==> config.mk <==
export PLATFORM = sky130hd
export DESIGN_NAME = servo_position_ramp
export DESIGN_NICKNAME = d
export VERILOG_FILES = /design/src/sv/spr_pkg.sv /design/src/sv/spr_obuf.sv /design/src/sv/spr_dpath.sv /design/src/sv/spr_ctrl.sv /design/src/sv/servo_position_ramp.sv
export SDC_FILE = /design/constraint.sdc
export NUM_CORES = 2
export LEC_CHECK = 0
export ABC_AREA = 1
export BUFFER_PORTS_ARGS = -buffer_cell sky130_fd_sc_hd__buf_4
export CAP_MARGIN = 0
export CORE_UTILIZATION = 50
export DETAILED_ROUTE_END_ITERATION = 6
export PLACE_DENSITY = 0.75
export SYNTH_ARGS = -nofsm -noshare
export SYNTH_HDL_FRONTEND = slang
export SYNTH_SLANG_ARGS = --single-unit
==> constraint.sdc <==
create_clock -name clk -period 8.3 [get_ports clk]
set_clock_uncertainty 0.15 [all_clocks]
set_input_delay 0.83 -clock clk [delete_from_list [all_inputs] [get_ports clk]]
set_output_delay 0.83 -clock clk [all_outputs]
set_load 0.01 [all_outputs]
==> src/sv/spr_pkg.sv <==
`default_nettype none
package spr_pkg;

  localparam int NUM_CHANNELS = 7;
  localparam int POS_BITS     = 16;
  localparam int CH_BITS      = 3;
  localparam int CFG_BITS     = 16;
  localparam int TOP_BITS     = 16;
  localparam int TPS_BITS     = 8;
  localparam int CNT_BITS     = $clog2(POS_BITS);

  // register reset values
  localparam logic [TOP_BITS-1:0] PWM_TOP_RESET = TOP_BITS'(40000);
  localparam logic [POS_BITS-1:0] REST_RESET    = POS_BITS'(3000);
  localparam logic [TPS_BITS-1:0] TPS_RESET     = TPS_BITS'(12);

  // register indexes
  localparam logic [1:0] REG_PWM_TOP  = 2'd0;
  localparam logic [1:0] REG_REST     = 2'd1;
  localparam logic [1:0] REG_TPS      = 2'd2;

  // request modes
  localparam logic [1:0] MODE_SET     = 2'd0;
  localparam logic [1:0] MODE_SLOW    = 2'd1;
  localparam logic [1:0] MODE_TICK    = 2'd2;
  localparam logic [1:0] MODE_NONE    = 2'd3;

  // result status codes
  localparam logic [1:0] ST_OK        = 2'd0;
  localparam logic [1:0] ST_BUSY      = 2'd1;
  localparam logic [1:0] ST_INVALID   = 2'd2;

  // result kinds
  localparam logic [2:0] E_ONE        = 3'd0;
  localparam logic [2:0] E_BUSY       = 3'd1;
  localparam logic [2:0] E_INV        = 3'd2;
  localparam logic [2:0] E_PAIR0      = 3'd3;
  localparam logic [2:0] E_PAIR1      = 3'd4;

  localparam logic [CH_BITS-1:0] CH_GROUP = CH_BITS'(0);
  localparam logic [CH_BITS-1:0] CH_A     = CH_BITS'(2);
  localparam logic [CH_BITS-1:0] CH_B     = CH_BITS'(3);

  typedef struct packed {
    logic                load;
    logic                tick;
    logic                clr_busy;
    logic                single_step;
    logic                imm_set;
    logic                gset;
    logic                gstart;
    logic                gfinal;
    logic                step_inc;
    logic                mul_a;
    logic                mul_b;
    logic                div_step;
    logic                store_a;
    logic                gapply;
    logic                push;
    logic [2:0]          ekind;
  } cmd_t;

  typedef struct packed {
    logic [1:0] mode;
    logic       ch_invalid;
    logic       ch_zero;
    logic       busy;
    logic       grouped;
    logic       tick_hit;
    logic       at_target;
    logic       span_zero;
    logic       g_end;
    logic       div_last;
  } status_t;

  typedef struct packed {
    logic [CH_BITS-1:0]  channel;
    logic [POS_BITS-1:0] position;
    logic [1:0]          status;
    logic                last;
  } res_t;

  // reduce once by the period top
  function automatic logic [POS_BITS-1:0] wrap_pos(input logic [POS_BITS-1:0] v,
                                                   input logic [TOP_BITS-1:0] top);
    logic [TOP_BITS-1:0] ve;
    ve = TOP_BITS'(v);
    return POS_BITS'((ve > top) ? ve - top : ve);
  endfunction

endpackage
`default_nettype wire

==> src/sv/spr_obuf.sv <==
`default_nettype none
module spr_obuf (
  input  wire logic          clk,
  input  wire logic          rst_n,
  input  wire logic          push,
  input  wire spr_pkg::res_t push_data,
  output logic               full,
  input  wire logic          out_stall,
  output logic               out_valid,
  output spr_pkg::res_t      out_data
);
  import spr_pkg::*;

  res_t       mem_r [2];
  logic       wp_r, rp_r;
  logic [1:0] cnt_r;
  logic       pop;

  assign out_valid = (cnt_r != 2'd0);
  assign full      = (cnt_r == 2'd2);
  assign pop       = out_valid && !out_stall;
  assign out_data  = mem_r[rp_r];

  // two-entry result queue
  always_ff @(posedge clk) begin
    if (!rst_n) begin
      wp_r  <= 1'b0;
      rp_r  <= 1'b0;
      cnt_r <= 2'd0;
    end else begin
      if (push) wp_r <= ~wp_r;
      if (pop) rp_r <= ~rp_r;
      cnt_r <= cnt_r + 2'(push) - 2'(pop);
    end
  end

  always_ff @(posedge clk) begin
    if (push) mem_r[wp_r] <= push_data;
  end

endmodule
`default_nettype wire

==> src/sv/spr_dpath.sv <==
`default_nettype none
module spr_dpath (
  input  wire logic                          clk,
  input  wire logic                          rst_n,
  input  wire spr_pkg::cmd_t                 cmd,
  output spr_pkg::status_t                   sts,
  input  wire logic [1:0]                    in_mode,
  input  wire logic [spr_pkg::CH_BITS-1:0]   in_channel,
  input  wire logic [spr_pkg::POS_BITS-1:0]  in_value,
  input  wire logic                          cfg_we,
  input  wire logic [1:0]                    cfg_index,
  input  wire logic [spr_pkg::CFG_BITS-1:0]  cfg_wdata,
  output spr_pkg::res_t                      res
);
  import spr_pkg::*;

  logic [TOP_BITS-1:0] pwm_top_r;
  logic [TPS_BITS-1:0] tps_r;

  logic [1:0]          mode_r;
  logic [CH_BITS-1:0]  ch_r;
  logic [POS_BITS-1:0] val_r;

  logic [POS_BITS-1:0] pos_r   [NUM_CHANNELS];
  logic [POS_BITS-1:0] pos_nxt [NUM_CHANNELS];

  logic                busy_r, grouped_r, up_a_r, up_b_r;
  logic [CH_BITS-1:0]  rc_r;
  logic [POS_BITS-1:0] target_r, start_a_r, start_b_r, dist_a_r, dist_b_r, span_r, step_r;
  logic [TPS_BITS-1:0] tc_r;
  logic [POS_BITS-1:0] rem_r, quo_r, off_a_r;
  logic [CNT_BITS-1:0] cnt_r;

  logic [CH_BITS-1:0]  rd_addr;
  logic [POS_BITS-1:0] rd_pos, wv, wt, ga_pos, gb_pos;
  logic [TPS_BITS-1:0] tc_inc;
  logic                g_up_a, g_up_b;
  logic [POS_BITS-1:0] g_dist_a, g_dist_b;
  logic [2*POS_BITS-1:0] prod;
  logic [POS_BITS:0]   div_t;
  logic                div_ge;
  logic                sset_pulse;

  // configuration registers; rest position only matters at reset
  always_ff @(posedge clk) begin
    if (!rst_n) begin
      pwm_top_r <= PWM_TOP_RESET;
      tps_r     <= TPS_RESET;
    end else if (cfg_we) begin
      if (cfg_index == REG_PWM_TOP) pwm_top_r <= TOP_BITS'(cfg_wdata);
      if (cfg_index == REG_TPS)     tps_r     <= TPS_BITS'(cfg_wdata);
    end
  end

  // request latch
  always_ff @(posedge clk) begin
    if (cmd.load) begin
      mode_r <= in_mode;
      ch_r   <= in_channel;
      val_r  <= in_value;
    end
  end

  // read port: ramp channel on ticks, request channel otherwise
  assign rd_addr = (mode_r == MODE_TICK) ? rc_r : ch_r;
  assign rd_pos  = (32'(rd_addr) < NUM_CHANNELS) ? pos_r[rd_addr] : '0;
  assign wv      = wrap_pos(val_r, pwm_top_r);
  assign wt      = wrap_pos(target_r, pwm_top_r);
  assign tc_inc  = tc_r + TPS_BITS'(1);

  // group setup distances
  assign g_up_a   = pos_r[CH_A] < val_r;
  assign g_up_b   = pos_r[CH_B] < val_r;
  assign g_dist_a = g_up_a ? val_r - pos_r[CH_A] : pos_r[CH_A] - val_r;
  assign g_dist_b = g_up_b ? val_r - pos_r[CH_B] : pos_r[CH_B] - val_r;

  // interpolated group positions
  assign ga_pos = wrap_pos(up_a_r ? start_a_r + off_a_r : start_a_r - off_a_r, pwm_top_r);
  assign gb_pos = wrap_pos(up_b_r ? start_b_r + quo_r : start_b_r - quo_r, pwm_top_r);

  // multiplier and restoring divider step
  assign prod   = (2*POS_BITS)'(step_r) * (2*POS_BITS)'(cmd.mul_b ? dist_b_r : dist_a_r);
  assign div_t  = {rem_r, quo_r[POS_BITS-1]};
  assign div_ge = div_t >= {1'b0, span_r};

  // position updates
  always_comb begin
    for (int i = 0; i < NUM_CHANNELS; i++) begin
      pos_nxt[i] = pos_r[i];
      if (cmd.imm_set) begin
        if (CH_BITS'(i) == ch_r) pos_nxt[i] = wv;
        if (ch_r == CH_GROUP && (CH_BITS'(i) == CH_A || CH_BITS'(i) == CH_B)) pos_nxt[i] = wv;
      end
      if (cmd.single_step && CH_BITS'(i) == rc_r)
        pos_nxt[i] = (rd_pos < target_r) ? rd_pos + POS_BITS'(1) : rd_pos - POS_BITS'(1);
      if (cmd.gstart) begin
        if (CH_BITS'(i) == CH_A) pos_nxt[i] = wrap_pos(start_a_r, pwm_top_r);
        if (CH_BITS'(i) == CH_B) pos_nxt[i] = wrap_pos(start_b_r, pwm_top_r);
      end
      if (cmd.gapply) begin
        if (CH_BITS'(i) == CH_A) pos_nxt[i] = ga_pos;
        if (CH_BITS'(i) == CH_B) pos_nxt[i] = gb_pos;
      end
      if (cmd.gfinal && (CH_BITS'(i) == CH_GROUP || CH_BITS'(i) == CH_A ||
                         CH_BITS'(i) == CH_B))
        pos_nxt[i] = wt;
    end
  end

  always_ff @(posedge clk) begin
    for (int i = 0; i < NUM_CHANNELS; i++) begin
      if (!rst_n) pos_r[i] <= REST_RESET;
      else        pos_r[i] <= pos_nxt[i];
    end
  end

  // single-channel slow set arms on its own pulse
  assign sset_pulse = cmd.clr_busy && mode_r == MODE_SLOW;

  // ramp control state
  always_ff @(posedge clk) begin
    if (!rst_n) begin
      busy_r    <= 1'b0;
      grouped_r <= 1'b0;
      rc_r      <= '0;
      target_r  <= '0;
      start_a_r <= '0;
      start_b_r <= '0;
      dist_a_r  <= '0;
      dist_b_r  <= '0;
      up_a_r    <= 1'b0;
      up_b_r    <= 1'b0;
      span_r    <= '0;
      step_r    <= '0;
      tc_r      <= '0;
    end else begin
      if (cmd.tick) tc_r <= sts.tick_hit ? '0 : tc_inc;
      if (cmd.single_step) busy_r <= 1'b1;
      if (cmd.clr_busy || cmd.gfinal) busy_r <= 1'b0;
      if (cmd.step_inc) step_r <= step_r + POS_BITS'(1);
      if (cmd.imm_set) begin
      end
      if (mode_r == MODE_SLOW && cmd.gset) begin
        start_a_r <= pos_r[CH_A];
        start_b_r <= pos_r[CH_B];
        up_a_r    <= g_up_a;
        up_b_r    <= g_up_b;
        dist_a_r  <= g_dist_a;
        dist_b_r  <= g_dist_b;
        span_r    <= (g_dist_a > g_dist_b) ? g_dist_b : g_dist_a;
        target_r  <= val_r;
        step_r    <= '0;
        tc_r      <= '0;
      end
      if (sset_pulse) begin
        rc_r      <= ch_r;
        target_r  <= wv;
        grouped_r <= 1'b0;
        tc_r      <= '0;
      end
      if (cmd.gstart) begin
        grouped_r <= 1'b1;
        busy_r    <= 1'b1;
      end
    end
  end

  // shared multiply and serial divide
  always_ff @(posedge clk) begin
    if (cmd.mul_a || cmd.mul_b) begin
      rem_r <= prod[2*POS_BITS-1:POS_BITS];
      quo_r <= prod[POS_BITS-1:0];
      cnt_r <= '0;
    end else if (cmd.div_step) begin
      rem_r <= div_ge ? POS_BITS'(div_t - {1'b0, span_r}) : div_t[POS_BITS-1:0];
      quo_r <= {quo_r[POS_BITS-2:0], div_ge};
      cnt_r <= cnt_r + CNT_BITS'(1);
    end
    if (cmd.store_a) off_a_r <= quo_r;
  end

  // status to the controller
  assign sts.mode       = mode_r;
  assign sts.ch_invalid = !(32'(ch_r) < NUM_CHANNELS);
  assign sts.ch_zero    = (ch_r == CH_GROUP);
  assign sts.busy       = busy_r;
  assign sts.grouped    = grouped_r;
  assign sts.tick_hit   = !(tc_inc < tps_r);
  assign sts.at_target  = (rd_pos == target_r);
  assign sts.span_zero  = (span_r == '0);
  assign sts.g_end      = !(step_r < span_r);
  assign sts.div_last   = (cnt_r == CNT_BITS'(POS_BITS - 1));

  // result item
  always_comb begin
    res.channel  = rd_addr;
    res.position = rd_pos;
    res.status   = ST_OK;
    res.last     = 1'b1;
    case (cmd.ekind)
      E_ONE: begin
      end
      E_BUSY: begin
        res.status = ST_BUSY;
      end
      E_INV: begin
        res.channel  = ch_r;
        res.position = '0;
        res.status   = ST_INVALID;
      end
      E_PAIR0: begin
        res.channel  = CH_A;
        res.position = pos_r[CH_A];
        res.last     = 1'b0;
      end
      E_PAIR1: begin
        res.channel  = CH_B;
        res.position = pos_r[CH_B];
      end
      default: begin
      end
    endcase
  end

endmodule
`default_nettype wire

==> src/sv/spr_ctrl.sv <==
`default_nettype none
module spr_ctrl (
  input  wire logic             clk,
  input  wire logic             rst_n,
  input  wire logic             in_valid,
  output logic                  in_stall,
  input  wire spr_pkg::status_t sts,
  input  wire logic             obuf_full,
  output spr_pkg::cmd_t         cmd
);
  import spr_pkg::*;

  localparam logic [3:0] S_IDLE   = 4'd0;
  localparam logic [3:0] S_DECODE = 4'd1;
  localparam logic [3:0] S_SSET2  = 4'd2;
  localparam logic [3:0] S_GSET2  = 4'd3;
  localparam logic [3:0] S_GSTEP  = 4'd4;
  localparam logic [3:0] S_MULA   = 4'd5;
  localparam logic [3:0] S_DIVA   = 4'd6;
  localparam logic [3:0] S_MULB   = 4'd7;
  localparam logic [3:0] S_DIVB   = 4'd8;
  localparam logic [3:0] S_GAPPLY = 4'd9;
  localparam logic [3:0] S_EMIT   = 4'd10;

  logic [3:0] state_r, state_nxt;
  logic [2:0] ekind_r, ekind_nxt;

  assign in_stall = (state_r != S_IDLE);

  // sequencer
  always_comb begin
    state_nxt = state_r;
    ekind_nxt = ekind_r;
    cmd       = '0;
    cmd.ekind = ekind_r;
    case (state_r)
      S_IDLE: begin
        cmd.load = in_valid;
        if (in_valid) state_nxt = S_DECODE;
      end
      S_DECODE: begin
        state_nxt = S_IDLE;
        if (sts.mode == MODE_TICK) begin
          if (sts.busy) begin
            cmd.tick = 1'b1;
            if (sts.tick_hit) begin
              if (sts.grouped) begin
                cmd.step_inc = 1'b1;
                state_nxt    = S_GSTEP;
              end else if (sts.at_target) begin
                cmd.clr_busy = 1'b1;
              end else begin
                cmd.single_step = 1'b1;
                ekind_nxt       = E_ONE;
                state_nxt       = S_EMIT;
              end
            end
          end
        end else if (sts.mode != MODE_NONE) begin
          state_nxt = S_EMIT;
          if (sts.ch_invalid) begin
            ekind_nxt = E_INV;
          end else if (sts.busy) begin
            ekind_nxt = E_BUSY;
          end else if (sts.mode == MODE_SET) begin
            cmd.imm_set = 1'b1;
            ekind_nxt   = sts.ch_zero ? E_PAIR0 : E_ONE;
          end else if (sts.ch_zero) begin
            cmd.gset  = 1'b1;
            state_nxt = S_GSET2;
          end else begin
            // arms the single-channel ramp registers
            cmd.clr_busy = 1'b1;
            state_nxt    = S_SSET2;
          end
        end
      end
      S_SSET2: begin
        cmd.single_step = !sts.at_target;
        ekind_nxt       = E_ONE;
        state_nxt       = S_EMIT;
      end
      S_GSET2: begin
        cmd.gfinal = sts.span_zero;
        cmd.gstart = !sts.span_zero;
        ekind_nxt  = E_PAIR0;
        state_nxt  = S_EMIT;
      end
      S_GSTEP: begin
        if (sts.g_end) begin
          cmd.gfinal = 1'b1;
          ekind_nxt  = E_PAIR0;
          state_nxt  = S_EMIT;
        end else begin
          state_nxt = S_MULA;
        end
      end
      S_MULA: begin
        cmd.mul_a = 1'b1;
        state_nxt = S_DIVA;
      end
      S_DIVA: begin
        cmd.div_step = 1'b1;
        if (sts.div_last) state_nxt = S_MULB;
      end
      S_MULB: begin
        cmd.store_a = 1'b1;
        cmd.mul_b   = 1'b1;
        state_nxt   = S_DIVB;
      end
      S_DIVB: begin
        cmd.div_step = 1'b1;
        if (sts.div_last) state_nxt = S_GAPPLY;
      end
      S_GAPPLY: begin
        cmd.gapply = 1'b1;
        ekind_nxt  = E_PAIR0;
        state_nxt  = S_EMIT;
      end
      S_EMIT: begin
        cmd.push = !obuf_full;
        if (!obuf_full) begin
          if (ekind_r == E_PAIR0) ekind_nxt = E_PAIR1;
          else                    state_nxt = S_IDLE;
        end
      end
      default: begin
        state_nxt = S_IDLE;
      end
    endcase
  end

  always_ff @(posedge clk) begin
    if (!rst_n) begin
      state_r <= S_IDLE;
      ekind_r <= E_ONE;
    end else begin
      state_r <= state_nxt;
      ekind_r <= ekind_nxt;
    end
  end

  a_push_room: assert property (@(posedge clk) disable iff (!rst_n)
    cmd.push |-> !obuf_full) else $error("result pushed into full queue");

  a_div_to_mulb: assert property (@(posedge clk) disable iff (!rst_n)
    (state_r == S_DIVA && sts.div_last) |=> state_r == S_MULB)
    else $error("first division did not hand over to second");

  a_pair_done: assert property (@(posedge clk) disable iff (!rst_n)
    (state_r == S_EMIT && ekind_r == E_PAIR1 && cmd.push) |=> state_r == S_IDLE)
    else $error("second group result did not end the request");

endmodule
`default_nettype wire

==> src/sv/servo_position_ramp.sv <==
`default_nettype none
// Servo pulse-width keeper for seven channels with slew-limited ramps. One request is worked
// at a time: an immediate set, a busy or invalid refusal or a single-channel step is decoded
// and then emits its results; a grouped ramp step also runs the shared 16x16 multiplier and
// the serial divider, which runs one quotient bit per cycle, once for each of the two
// channels. A new request is taken while earlier results still wait in the two-entry output
// queue. Positions reset to 3000; the rest_position register is accepted but has no effect.
module servo_position_ramp (
  input  wire logic                          clk,
  input  wire logic                          rst_n,
  input  wire logic                          in_valid,
  output logic                               in_stall,
  input  wire logic [1:0]                    in_mode,
  input  wire logic [spr_pkg::CH_BITS-1:0]   in_channel,
  input  wire logic [spr_pkg::POS_BITS-1:0]  in_value,
  output logic                               out_valid,
  input  wire logic                          out_stall,
  output logic [spr_pkg::CH_BITS-1:0]        out_channel,
  output logic [spr_pkg::POS_BITS-1:0]       out_position,
  output logic [1:0]                         out_status,
  output logic                               out_last,
  input  wire logic                          cfg_we,
  input  wire logic [1:0]                    cfg_index,
  input  wire logic [spr_pkg::CFG_BITS-1:0]  cfg_wdata
);
  import spr_pkg::*;

  cmd_t    cmd;
  status_t sts;
  res_t    res, out_data;
  logic    obuf_full;

  spr_ctrl u_ctrl (
    .clk       (clk),
    .rst_n     (rst_n),
    .in_valid  (in_valid),
    .in_stall  (in_stall),
    .sts       (sts),
    .obuf_full (obuf_full),
    .cmd       (cmd)
  );

  spr_dpath u_dpath (
    .clk        (clk),
    .rst_n      (rst_n),
    .cmd        (cmd),
    .sts        (sts),
    .in_mode    (in_mode),
    .in_channel (in_channel),
    .in_value   (in_value),
    .cfg_we     (cfg_we),
    .cfg_index  (cfg_index),
    .cfg_wdata  (cfg_wdata),
    .res        (res)
  );

  spr_obuf u_obuf (
    .clk       (clk),
    .rst_n     (rst_n),
    .push      (cmd.push),
    .push_data (res),
    .full      (obuf_full),
    .out_stall (out_stall),
    .out_valid (out_valid),
    .out_data  (out_data)
  );

  assign out_channel  = out_data.channel;
  assign out_position = out_data.position;
  assign out_status   = out_data.status;
  assign out_last     = out_data.last;

endmodule
`default_nettype wire
==> results.sh <==
export IMPL_multiInputGateArea_um2=26100
export IMPL_cts_sinks=392
export IMPL_reg_top3="u_dpath.pos_r: 112 flops, u_obuf.mem_r: 44 flops"
export IMPL_synth_top_area_share=0.147
export IMPL_die_h_um=283
export IMPL_crit_fanout=13
export IMPL_fin_area_um2=43000
export IMPL_cp_data_arrival_time_ps=8100
export IMPL_routed_wirelength_um=158000
export IMPL_outcome="finished clean"
export IMPL_numCtsBuffers=47
export IMPL_p_leak_nw=20.1
export IMPL_avgRoutedWirePerCell_um=24.3
export IMPL_synth_edf_count=193
export IMPL_dp_final_hpwl_um=124000
export IMPL_final_seq_area_um2=9780
export IMPL_crit_path_end_kind="flip-flop"
export IMPL_htree_levels=2
export IMPL_crit_path_max_incr_delay_ps=550
export IMPL_firstDrtPassIters=6
export IMPL_r2r_slack_ps=420
export IMPL_drv_slew=0
export IMPL_clk_pin_slew_ps=70
export IMPL_start_util=0.508
export IMPL_worstSkewPairLatency_ps=640
export IMPL_min_period_ps=7880
export IMPL_ys_types=62
export IMPL_synth_seq_cells=392
export IMPL_top_register="u_dpath.pos_r"
export IMPL_drive_gt1_frac=0.0650
export IMPL_tns_ps=0
export IMPL_synthTopCellsByCount="nand2_1, inv_1, a21oi_1"
export IMPL_gp_congestion=1.06
export IMPL_slowest_stage="fa_1"
export IMPL_worst_slew_pin_slew_ps=1260
export IMPL_finalHoldViolCount=0
export IMPL_fin_nets=6044
export IMPL_area_growth_pct=8.75
export IMPL_syn_cell_area_um2=39600
export IMPL_fmax_ghz=0.127
export IMPL_postPlaceCellArea_um2=41300
export IMPL_io_buffers=67
export IMPL_hold_path_class="primary input to flip-flop"
export IMPL_grt_pass1_vias=36444
export IMPL_ctsRootBufferMaster="clkbuf_16"
export IMPL_cp_start_kind="flip-flop"
export IMPL_core_area_um2=77800
export IMPL_vias_per_cell=5.97
export IMPL_fp_row_count=102
export IMPL_syn_avg_cell_area_um2=7.37
export IMPL_cp_required_ps=8520
export IMPL_gr_total_overflow=0
export IMPL_synth_ff_type="dfxtp_1"
export IMPL_largest_reg_flops=112
export IMPL_cts_tree="yes"
export IMPL_worstSetupPathType="flip-flop to flip-flop"
export IMPL_yosys_warnings=0
export IMPL_totalPowerFinal_mw=12.9
export IMPL_fillCellCount=7484
export IMPL_cap_violations=0
export IMPL_grt_pass1_wl_um=231000
export IMPL_ios=68
export IMPL_clockBufferDepth=3
export IMPL_ir_drop_mv=0.357
export IMPL_finalCritPeriodShare=0.950
export IMPL_dieWidth_um=283
export IMPL_grt_usage=0.384
export IMPL_synth_fp_nets=6002
export IMPL_yosysMostFrequentCell="nand2_1"
export IMPL_drtIter0Drc=4243
export IMPL_power_density_nw_per_um2=300
export IMPL_yosysTopAreaCell="edfxtp_1"
export IMPL_rsz0062_at_grt="no"
export IMPL_max_slew_margin=0.158
export IMPL_setup_violations_final=0
export IMPL_antenna_found_initial=6
export IMPL_die_area_um2=80200
export IMPL_final_core_util=0.553
export IMPL_drc=0
export IMPL_vias=38751
export IMPL_ant_nets=0
export IMPL_postSynthCellCount=5367
export IMPL_synthTopCellsByArea="edfxtp_1, ha_1, nand2_1"
export IMPL_yosysSeqAreaShare=0.247
export IMPL_postSynth_asyncResetShare=0
export IMPL_grt_start_max_net_pins=62
-- critical path, delay by kind of cell, from the launching register on --
family / cells / cell delay [ps]
AO/OA/AOI/OAI: 5 / 1070
AND/OR/NAND/NOR: 11 / 1480
adder cells (fa/ha/maj): 7 / 3430
flip-flops: 1 / 370
buffers and inverters: 9 / 1130
-- area by class of cell --
| type | instances | share of cell area |
|---|---|---|
| well taps | 1040 | 0.0302 |
| diodes | 5 | 0.000291 |
| inverters | 815 | 0.0716 |
| multi-input cells | 3997 | 0.606 |
| flip-flops and latches | 392 | 0.227 |
| clock inverters | 31 | 0.00893 |
| repair buffers | 156 | 0.0272 |
| clock buffers | 56 | 0.0286 |
-- layout by cell type, fill, tap and decap left out, types with 16 or more instances in the layout --
master        n
nand2_1    1186
inv_1       773
a21oi_1     451
o21ai_0     422
ha_1        383
nor2_1      382
fa_1        208
dfxtp_1     199
nand3_1     195
edfxtp_1    193
buf_4       156
xor2_1      137
o211ai_1     92
xnor2_1      68
o22ai_1      52
nor3_1       47
clkbuf_16    47
nand4_1      40
o21ai_1      38
or2_2        23
mux2_2       22
a31oi_1      21
clkinv_1     21
o221ai_1     20
inv_2        19
a21o_1       18
o21bai_1     16
o2111ai_1    16
-- metal layers --
layer / GRT usage / wire [um]
met5: 0 / 41
met4: 0.309 / 15800
met3: 0.0697 / 14200
met2: 0.606 / 69400
met1: 0.459 / 58500
-- report_power, final --
group	switching (mW)	internal [mW]	leakage, nW	total (mW)
combinational	5.78	2.30	16.0	8.08
sequential	0.269	2.32	3.35	2.58
clock	0.950	1.27	0.791	2.22
total	7.00	5.88	20.1	12.9
-- worst paths after layout --
check / start / to / cells past startpoint
setup / recovery: u_ctrl.state_r[2]$_SDFFE_PN0P_ / u_dpath.rem_r[12]$_DFFE_PP_ / 32
hold / removal: in_value[6] / u_dpath.val_r[6]$_DFFE_PP_ / 1
setup reg to reg: u_ctrl.state_r[2]$_SDFFE_PN0P_ / u_dpath.rem_r[12]$_DFFE_PP_ / 32
hold reg to reg: u_dpath.tps_r[1]$_SDFFE_PN0P_ / u_dpath.tps_r[1]$_SDFFE_PN0P_ / 2
-- per-stage QoR --
| stage | setup WS, ps | cells | hold WS, ps |
|---|---|---|---|
| after floorplan | 504 | 5367 | 272 |
| after global placement | 319 | 6397 | 294 |
| after detailed placement | 235 | 6397 | 304 |
| after CTS | 198 | 6484 | 207 |
| after global routing | 18.2 | 6487 | 218 |
| final | 415 | 6492 | 221 |
-- kinds of logic after synthesis --
logic type,count (synthesis),share of synthesized area
and+or+nand+nor,1951,0.204
adders and majority gates,591,0.226
DFF,392,0.247
buffers and inverters,978,0.0947
xor gates and xnor gates,206,0.0458
AOI/OAI and AO/OA,1225,0.175
muxes,24,0.00677
-- repair_timing --
item                                    in CTS  in global routing
setup buffers                                0                  3
gates resized for setup                      0                 10
endpoints found under the setup margin       0                  8
hold buffers                                 0                  0
Power figures use the tool's default switching activity.
